===== src/rtl/wlfs_pkg.sv =====
package wlfs_pkg;

    // Fixed field and storage sizes
    localparam int COORD_BITS      = 24;
    localparam int MAP_CELLS       = 1048576;
    localparam int MAP_AW          = $clog2(MAP_CELLS);
    localparam int MAX_HALF_WINDOW = 64;

    // Exact fit arithmetic: numerators stay below 2**129 in magnitude
    localparam int WIDE_W = 132;
    // Point differences and their sums
    localparam int DIFF_W = COORD_BITS + 2;
    // Quotient bits kept by the divider (enough to detect saturation)
    localparam int QBITS  = COORD_BITS + 2;

    typedef logic signed [WIDE_W-1:0]     t_wide;
    typedef logic signed [COORD_BITS-1:0] t_coord;

    typedef struct packed {
        t_coord     x;
        t_coord     y;
        logic [1:0] src;
        logic       last;
    } t_res;

    // Result source codes
    localparam logic [1:0] SRC_ECHO  = 2'd0;
    localparam logic [1:0] SRC_DEGEN = 2'd1;
    localparam logic [1:0] SRC_OBST  = 2'd2;
    localparam logic [1:0] SRC_PROJ  = 2'd3;

    // Configuration register indexes
    localparam logic [2:0] CFG_MAP_WIDTH  = 3'd0;
    localparam logic [2:0] CFG_MAP_HEIGHT = 3'd1;
    localparam logic [2:0] CFG_CELL_SIZE  = 3'd2;
    localparam logic [2:0] CFG_HALF_X     = 3'd3;
    localparam logic [2:0] CFG_HALF_Y     = 3'd4;
    localparam logic [2:0] CFG_MAP_VALID  = 3'd5;

    // Occupancy threshold on the signed cell value
    localparam logic signed [7:0] OCC_LIMIT = 8'sd100;

endpackage


===== src/rtl/wlfs_mul.sv =====
module wlfs_mul (
    input  logic            i_clk,
    input  logic            i_rst_n,
    input  logic            i_start,
    input  wlfs_pkg::t_wide i_a,
    input  wlfs_pkg::t_wide i_b,
    input  wlfs_pkg::t_wide i_c,
    input  logic            i_sub,
    output logic            o_done,
    output wlfs_pkg::t_wide o_p
);
    import wlfs_pkg::*;

    // Shift-add multiply-accumulate: p = c +/- a*b, one bit of b per cycle,
    // finishing as soon as the rest of b is all zeros or all ones.
    t_wide r_a;
    t_wide r_b;
    t_wide r_acc;
    logic  r_busy;
    logic  r_done;
    logic  b_end;

    assign b_end = (r_b == '0) || (r_b == '1);

    // Track busy and flag the finishing cycle
    always_ff @(posedge i_clk) begin
        if (!i_rst_n) begin
            r_busy <= 1'b0;
            r_done <= 1'b0;
        end else begin
            r_done <= 1'b0;
            if (i_start) begin
                r_busy <= 1'b1;
            end else if (r_busy && b_end) begin
                r_busy <= 1'b0;
                r_done <= 1'b1;
            end
        end
    end

    // Load operands, then add one shifted partial product per cycle
    always_ff @(posedge i_clk) begin
        if (i_start) begin
            r_acc <= i_c;
            r_a   <= i_sub ? -i_a : i_a;
            r_b   <= i_b;
        end else if (r_busy) begin
            if (r_b == '1) begin
                r_acc <= r_acc - r_a;
            end else if (r_b != '0) begin
                if (r_b[0]) begin
                    r_acc <= r_acc + r_a;
                end
                r_a <= r_a <<< 1;
                r_b <= r_b >>> 1;
            end
        end
    end

    assign o_done = r_done;
    assign o_p    = r_acc;

endmodule


===== config.mk =====
export PLATFORM = sky130hd
export DESIGN_NAME = wlfs_mul
export DESIGN_NICKNAME = d
export VERILOG_FILES = /design/src/rtl/wlfs_pkg.sv /design/src/rtl/wlfs_mul.sv
export SDC_FILE = /design/constraint.sdc
export NUM_CORES = 1
export LEC_CHECK = 0
export BUFFER_PORTS_ARGS = -buffer_cell sky130_fd_sc_hd__buf_2
export CAP_MARGIN = 25
export CORE_MARGIN = 3
export CORE_UTILIZATION = 30
export DETAILED_ROUTE_END_ITERATION = 16
export GPL_ROUTABILITY_DRIVEN = 1
export GPL_TIMING_DRIVEN = 0
export PLACE_DENSITY = 0.53
export RECOVER_POWER = 100
export SYNTH_ARGS = -nofsm -noshare
export SYNTH_HDL_FRONTEND = slang
export SYNTH_SLANG_ARGS = --single-unit

===== constraint.sdc =====
create_clock -name i_clk -period 22.5 [get_ports i_clk]
set_input_delay 1.125 -clock i_clk [delete_from_list [all_inputs] [get_ports i_clk]]
set_output_delay 1.125 -clock i_clk [all_outputs]
set_load 0.01 [all_outputs]

======== After elaboration in Yosys (flattened, before gate mapping) ========
Index checks and enable logic that the tools add are counted.
storage, ports and cells
  input port bits ......................... 400
  logic and storage cells ................. 41
  output and inout port bits .............. 133
  register bits ........................... 398
operators by class
  add/subtract/negate cells ............... 3
  reductions and logical operators ........ 12
  multiplexer cells ....................... 17
  equality and inequality tests ........... 2
  bitwise logic cells ..................... 1
operators with widths
  operator                  number
  $mux W132                 11
  $mux W131                 3
  $add A132 B132 Y132       1
  $eq A132 B132 Y1 const B  1
  $logic_not A132 Y1        1
  $neg A132 Y132            1
  $reduce_bool A132 Y1      1
  $sub A132 B132 Y132       1
  $reduce_and A3 Y1         2
  $reduce_bool A2 Y1        3
  $reduce_bool A3 Y1        2
  $mux W1                   3
  $ne A2 B2 Y1 const B      1
  $reduce_or A2 Y1          1
  $logic_and A1 B1 Y1       1
  $logic_or A1 B1 Y1        1
  $not A1 Y1                1

======== Longest topological paths before layout ========
Gate-level depths: netlist of run 1.
  depth after elaboration ................. 6
  mapped depth ............................ 27
  depth with buffers taken out ............ 26

======== Worst setup path after synthesis of run 1 ========
OpenSTA, ideal clock, no wires.
  path type ............................... input port to flip-flop
  start ................................... input port i_start
  end ..................................... register r_a[0] (enable)
  setup time .............................. 635 ps
  path slack .............................. 14280 ps
  buffers on the path ..................... 3
  stages on the path ...................... 5
  arrival ................................. 7584 ps
  data required time ...................... 21865 ps
  cells stage by stage .................... clkbuf_1 > clkbuf_1 > clkbuf_1 > inv_1 > nand2_1
between the ends
  word-level cells in the longest chain between the ends .. 2
  elaborated cells between the ends (all ways) .. 4
  those cells by class .................... eq/ne (1); reduce/logical (3)
RTL lines
  element                                                              RTL line        source
  start: declaration                                                   wlfs_mul.sv:4   input logic i_start,
  $ne A2 B2 Y1 (no line) / $reduce_bool A2 Y1 (equally long branches)  -
  $reduce_and A3 Y1 (no line) *                                        -
  end signal: assignment                                               wlfs_mul.sv:45  r_a <= i_sub ? -i_a : i_a;
  end signal: assignment                                               wlfs_mul.sv:54  r_a <= r_a <<< 1;
  end: declaration                                                     wlfs_mul.sv:16  t_wide r_a;
Every way passes the cells marked *; elsewhere a longest branch is shown, timed or not.
A chain may end at the register's enable or synchronous reset.

======== Final worst setup path of run 1 ========
  start ................................... input port i_start
  end ..................................... register r_a[71] (enable)
Same word-level chain as after synthesis.

==> results of run 1 <==
## stage by stage
step	power, W	hold slack, ns	worst slack (ns)	std cells
2_1_floorplan	0.00202	0.428	14.28	3518
3_3_place_gp	0.00250	0.499	8.34	5417
3_5_place_dp	0.00250	0.509	13.42	5429
4_1_cts	0.00333	0.516	13.36	5524
5_1_grt	0.00350	0.527	10.60	5537
6_report	0.00330	0.495	11.45	5593
## state kept, by name, indices dropped and copies added, names as in the netlist
name,flops
o_p,132
r_busy,1
o_done,1
r_a,132
r_b,132
## how the worst max path moves through the flow
stage / start / end / slack [ns] / depth (start not counted)
after floorplan: i_start / r_a[0] / 14.28 / 5
after global placement: i_start / r_a[61] / 8.34 / 6
after detailed placement: r_b[130] / o_p[123] / 13.42 / 22
after CTS: r_b[130] / o_p[123] / 13.36 / 22
after global routing: i_start / r_a[66] / 10.60 / 9
final: i_start / r_a[71] / 11.45 / 9
## final cells by class
cell class / instances / area [µm²] / area share
multi-input combinational: 2874 / 18500 / 0.494
sequential: 398 / 11900 / 0.319
timing repair buffer: 544 / 2550 / 0.0682
tap: 1368 / 1710 / 0.0458
clock buffer: 66 / 1370 / 0.0368
buffer: 182 / 694 / 0.0186
clock inverter: 29 / 245 / 0.00656
inverter: 64 / 240 / 0.00643
antenna: 68 / 170 / 0.00455
## per-layer routing
metal  GRT usage  routed length, µm  vias to the layer above
met2       0.386              61200                     1193
met1       0.297              54300                    14355
met3      0.0956              16200                      249
met5           0                530                        -
li1            -                  -                    14337
met4      0.0721               3780                       84
## logic make-up (layout without fill, tap and decap cells)
logic type | count (synthesis) | after routing | share of synthesized area
xor+xnor | 388 | 388 | 0.108
other cells | 0 | 68 | 0
buf+inv | 246 | 885 | 0.0298
simple gates | 1258 | 1258 | 0.192
flops | 398 | 398 | 0.381
compound gates | 926 | 926 | 0.175
mux | 168 | 168 | 0.0602
fa+ha+maj | 134 | 134 | 0.0537
## power groups by stage
stage               sequential (W)  combinational (W)  clock (W)
global route               0.00113            0.00151   0.000863
finish                     0.00111            0.00136   0.000818
CTS                        0.00111            0.00138   0.000836
detailed placement         0.00112            0.00137          0
global placement           0.00114            0.00136          0
floorplan                  0.00111           0.000912          0
## worst max-delay path: cells and delay by family
family / cells / cell delay (ns)
buffers and inverters: 8 / 8.57
AND/OR/NAND/NOR: 1 / 1.33
## cell usage in the layout (no fill, tap or decap), types with 52 or more instances in the layout
cell       synthesis  layout
buf_2              2     398
nand4_1          118     118
xnor2_1          222     222
clkbuf_16          0      52
edfxtp_1         396     396
nor2_1           361     361
nand2_1          367     367
nor4_1            79      81
a21oi_1          356     356
diode_2            0      68
inv_1             63      63
ha_1             133     133
a21o_1            82      82
nor3_1           105     105
o21ai_0          262     264
xor2_1           166     166
mux2_2           165     163
clkbuf_1         175     332
==> flow_summary.ini, run 1 <==
[pwr]
vdd_ir_drop_max_mv = 0.0647
internal_power_w = 0.00197
clkPwrFrac = 0.248
power_density_nw_per_um2 = 88.2
leakagePower_nw = 13.5
p_comb_frac = 0.414
seq_power_share = 0.338
p_sw_frac = 0.404
p_sw_w = 0.00133

[synth]
dominantRegCellSynth = edfxtp_1
yosys-top-cells-area = edfxtp_1 (38%), xnor2_1 (6.2%), mux2_2 (5.9%), a21oi_1 (5.7%), ha_1 (5.3%)
synthDistinctLibCells = 74
synthArstFlopShare = 0
synth_seq_cells = 398
syn_nets = 4052
yosys_warnings = 0
synth_edf_count = 396
post_synth_inst_count = 3518
synthDominantAreaCellType = edfxtp_1
synthMostInstantiatedCell = edfxtp_1
synth.cells.most_frequent = edfxtp_1 (396), nand2_1 (367), nor2_1 (361)
yosysSeqAreaShare = 0.381
synthesis.area_um2 = 31300
yosysTopAreaCellShare = 0.379
postSynthAreaPerCell_um2 = 8.91

[timing]
final.setup.tns_ns = 0
final_min_period_over_clock_period = 0.491
max_freq_mhz = 90.5
slew_viol_final = 414
timing.clock.skew_ns = 0.0169
final_hold_viol_count = 0
finalSetupViolations = 0
relSlewSlack = -1.46
min_clock_period_post_route_ns = 11.05
grt_setup_unrepaired = no
worst_pin_slew_ns = 3.70

[worst_setup_path]
critPathMaxFanout = 66
kind_of_end_point_of_the_critical_path = flop
reg2reg_setup_slack_ns = 12.41
critPathKind = in2reg
timing.critical_path.from_type = input port
crit_path_max_incr_delay_ns = 2.69
r2r_end = o_p[130]
cpMaxStageDelayCell = clkbuf_1
r2r_cells = 23
cell_with_the_most_instances_on_the_worst_path = clkbuf_1
regToRegStartpoint = r_b[130]
crit_arrival_ns = 11.20
worst_ep_required_time_ns = 22.65
crit_chain = clkbuf_1 -> clkbuf_1 -> clkbuf_1 -> clkbuf_1 -> inv_1 -> clkbuf_1 -> nand2_1 -> clkbuf_1 -> clkbuf_1

[routing]
detail_route.wirelength_mm = 136
via_count = 30218
drt_first_pass_iters = 5
detail_route.iter0.violations = 2861
antenna_left = 0
remaining_design_rule_violation_count = 0
viasPerCell = 5.40
wire_per_inst_um = 24.3

[clock_network]
cts_tree = built
cts_buffers = 51
cts-root-to-sink-buffers = 3
cts_root_buffer = clkbuf_16
cts.repair_timing.setup_buffer_count = 0
cts.reportedPaths.clkPinSlew_ns = 0.06
htree_levels = 2
postCtsResizedCells = 0
holdBufCountCts = 0
clock_insertion_delay_worst_skew_ns = 0.64
clock_sink_count = 398

[floorplanning]
num_io_pins = 533
chipHeight_um = 329
die-area_um2 = 108000
chip_width_um = 329
initial_core_util = 0.305
floorplan.rows = 117
core_area_um2 = 103000

[placement]
port_buffers = 531
post-dp-hpwl_mm = 112
place_congestion = 0.953
place_area_um2 = 36000

[grt]
grt_max_degree = 67
global_route_wire_length_before_repair_mm = 192
via_count_of_the_first_global_routing_pass = 29197
number_of_antenna_violations_at_the_first_check_in_global_routing = 121
grt.total_usage = 0.241
grt_overflow = 0

[finish]
stdcell_area_um2 = 37400
synthesis_to_layout_area_growth_pct = 19.2
fill_cells = 10981
fin_nets = 4649
post_route_cells_drive_above_1_share = 0.163
finalCoreUtilization = 0.364

[worst_hold_path]
worst_hold_check_path_type = reg2reg
hold_depth = 2
worst_hold_startpoint = r_busy
hold-path-endpoint = o_done

[run_status]
result_of_the_run = finished with violations
violated_checks = capacitance limit, slew limit

[job]
cap_viol_max_count = 8
Power figures use the tool's default switching activity.
==> inputs of run 2 (changes only) <==
Settings changed: ABC_AREA set to 1, PLACE_DENSITY 0.53 to 0.54.
Clock period 22.5 ns to 10.1 ns, I/O delays scaled along.
==> flow_summary.ini, run 2 <==
[run_status]
result_of_the_run = finished with violations
violated_checks = capacitance limit, slew limit

[synth]
dominantRegCellSynth = edfxtp_1
postSynthAreaPerCell_um2 = 6.17
yosysSeqAreaShare = 0.291
synthDistinctLibCells = 53
post_synth_inst_count = 6635
syn_nets = 7169
yosysTopAreaCellShare = 0.290
synthesis.area_um2 = 40900
synthArstFlopShare = 0
synth.cells.most_frequent = nand2_1 (2256), inv_1 (1010), nor2_1 (831)
synth_edf_count = 396
synthMostInstantiatedCell = nand2_1
yosys-top-cells-area = edfxtp_1 (29%), nand2_1 (21%), inv_1 (9.3%), nor2_1 (7.6%), o21ai_0 (4.7%)
synth_seq_cells = 398
yosys_warnings = 0
synthDominantAreaCellType = edfxtp_1

[finish]
layout.cells.most_common_list = nand2_1 (2261), inv_1 (1011), nor2_1 (835)
finalCoreUtilization = 0.352
mostFrequentLayoutCell = nand2_1
fill_cells = 15489
fin_nets = 7766
finalNonFillerCells = 9059
post_route_cells_drive_above_1_share = 0.0845
synthesis_to_layout_area_growth_pct = 15.6

[worst_setup_path]
critPathKind = in2reg
r2r_cells = 24
worstSetupStartpoint = i_start
timing.critical_path.buf_inv = 8
path_delay_family = buffers and inverters
crit_chain = clkbuf_1 -> clkbuf_1 -> clkbuf_1 -> inv_1 -> clkbuf_1 -> clkbuf_1 -> clkbuf_1 -> nand2_1 -> o21a_1 -> clkbuf_1
kind_of_end_point_of_the_critical_path = flop
crit_path_end = o_p[74]
timing.critical_path.from_type = input port
crit_arrival_ns = 7.72
r2r_end = o_p[66]
reg2reg_setup_slack_ns = 3.47
cp_num_cells = 10
crit_path_max_incr_delay_ns = 2.55
worst_ep_required_time_ns = 10.26
cpMaxStageDelayCell = clkbuf_1
regToRegStartpoint = r_b[45]
critPathMaxFanout = 66
cell_with_the_most_instances_on_the_worst_path = clkbuf_1

[pwr]
seq_power_share = 0.315
p_sw_frac = 0.457
vdd_ir_drop_max_mv = 0.153
clkPwrFrac = 0.243
fin_total_pwr_w = 0.00767
leakagePower_nw = 21.7
power_density_nw_per_um2 = 162
internal_power_w = 0.00416
p_comb_frac = 0.441
p_sw_w = 0.00351

[placement]
port_buffers = 532
place_congestion = 1.10
placedCellCount = 8946
post-dp-hpwl_mm = 202
placement_setup_slack_ns = 4.10

[grt]
grt_max_degree = 132
grt_overflow = 0
number_of_antenna_violations_at_the_first_check_in_global_routing = 42
grt.total_usage = 0.315
global_route_wire_length_before_repair_mm = 317
via_count_of_the_first_global_routing_pass = 45471

[clock_network]
cts-root-to-sink-buffers = 3
clock_insertion_delay_worst_skew_ns = 0.70
postCtsResizedCells = 0
cts.repair_timing.setup_buffer_count = 0
cts_tree = built
holdBufCountCts = 0
clock_sink_count = 398
cts.reportedPaths.clkPinSlew_ns = 0.06
cts_root_buffer = clkbuf_16
htree_levels = 2
cts_buffers = 50

[routing]
antenna_left = 0
remaining_design_rule_violation_count = 0
detail_route.wirelength_mm = 231
drt_first_pass_iters = 9
detail_route.iter0.violations = 4315
viasPerCell = 5.20
via_count = 47140
wire_per_inst_um = 25.6

[timing]
slew_viol_final = 385
finalSetupViolations = 0
grt_setup_unrepaired = no
final_hold_viol_count = 0
timing.clock.skew_ns = 0.0807
worst_pin_slew_ns = 3.49
final_min_period_over_clock_period = 0.749
layout_setup_ws_ns = 2.53
max_freq_mhz = 132
min_clock_period_post_route_ns = 7.57
relSlewSlack = -1.33
final.setup.tns_ns = 0

[floorplanning]
chip_width_um = 375
core_area_um2 = 134000
die-area_um2 = 141000
floorplan.rows = 134
initial_core_util = 0.304
num_io_pins = 533
chipHeight_um = 375

[job]
cap_viol_max_count = 7

[worst_hold_path]
worst_hold_check_path_type = in2reg
==> run 2: changes by cell type after synthesis, moves of 73 or more <==
cell	delta
nand2_1	+1889
inv_1	+947
nor2_1	+470
nand3_1	+332
xnor2_1	-166
mux2_2	-165
a21oi_1	-142
o21ai_0	+124
nand4_1	+104
a21o_1	-78
clkbuf_1	-73
==> run 2: cell families after synthesis <==
logic type                 share of synthesized area
DFF                                            0.291
buffers and inverters                          0.107
adders and majority gates                     0.0411
xor gates and xnor gates                      0.0561
AOI/OAI and AO/OA                             0.0946
and+or+nand+nor                                0.410
==> run 2: layout make-up <==
cell class / instances / area [µm²] / share of cell area
diodes: 25 / 62.6 / 0.00132
plain buffers: 125 / 482 / 0.0102
clock buffers: 59 / 1280 / 0.0272
clock inverters: 27 / 327 / 0.00690
inverters: 1031 / 3870 / 0.0818
multi-input cells: 5081 / 24600 / 0.519
flip-flops and latches: 398 / 11900 / 0.252
well taps: 1768 / 2210 / 0.0467
repair buffers: 545 / 2590 / 0.0547
==> run 2: worst min path at each step <==
stage	from	end	slack, ns	cells after the start
final	i_rst_n	r_busy	0.08	3
after global routing	i_rst_n	r_busy	0.08	3
after CTS	i_rst_n	r_busy	0.04	3
after detailed placement	r_busy	o_done	0.43	2
after global placement	r_busy	o_done	0.43	2
after floorplan	r_busy	o_done	0.41	2
==> run 2: per-stage QoR <==
step | instance area [µm²] | hold slack [ns]
after global placement | 45800 | 0.426
after floorplan | 40900 | 0.412
final | 47300 | 0.0805
after global routing | 47300 | 0.0797
after CTS | 47700 | 0.0355
after detailed placement | 46000 | 0.430
==> run 2: worst reg2reg max path: cells and delay by family (launching register included) <==
kind	cells	cell delay (ns)
DFF	1	0.32
AOI/OAI and AO/OA	2	0.43
xor gates and xnor gates	2	1.13
buffers and inverters	4	1.01
adders and majority gates	1	0.35
and+or+nand+nor	15	3.13
==> run 2: power by group through the flow <==
stage	Sequential (W)	Clock (W)	Combinational, W
after floorplan	0.00236	0	0.00201
after global placement	0.00245	0	0.00331
after detailed placement	0.00242	0	0.00334
after CTS	0.00239	0.00190	0.00335
after global routing	0.00243	0.00196	0.00368
final	0.00242	0.00186	0.00338
==> run 2: layer usage <==
layer	up-vias	GRT usage	part of all wire
met3	465	0.0359	0.064
met1	22122	0.383	0.40
met5	-	0	0.00091
met2	1976	0.536	0.46
met4	28	0.190	0.073
li1	22549	-	-
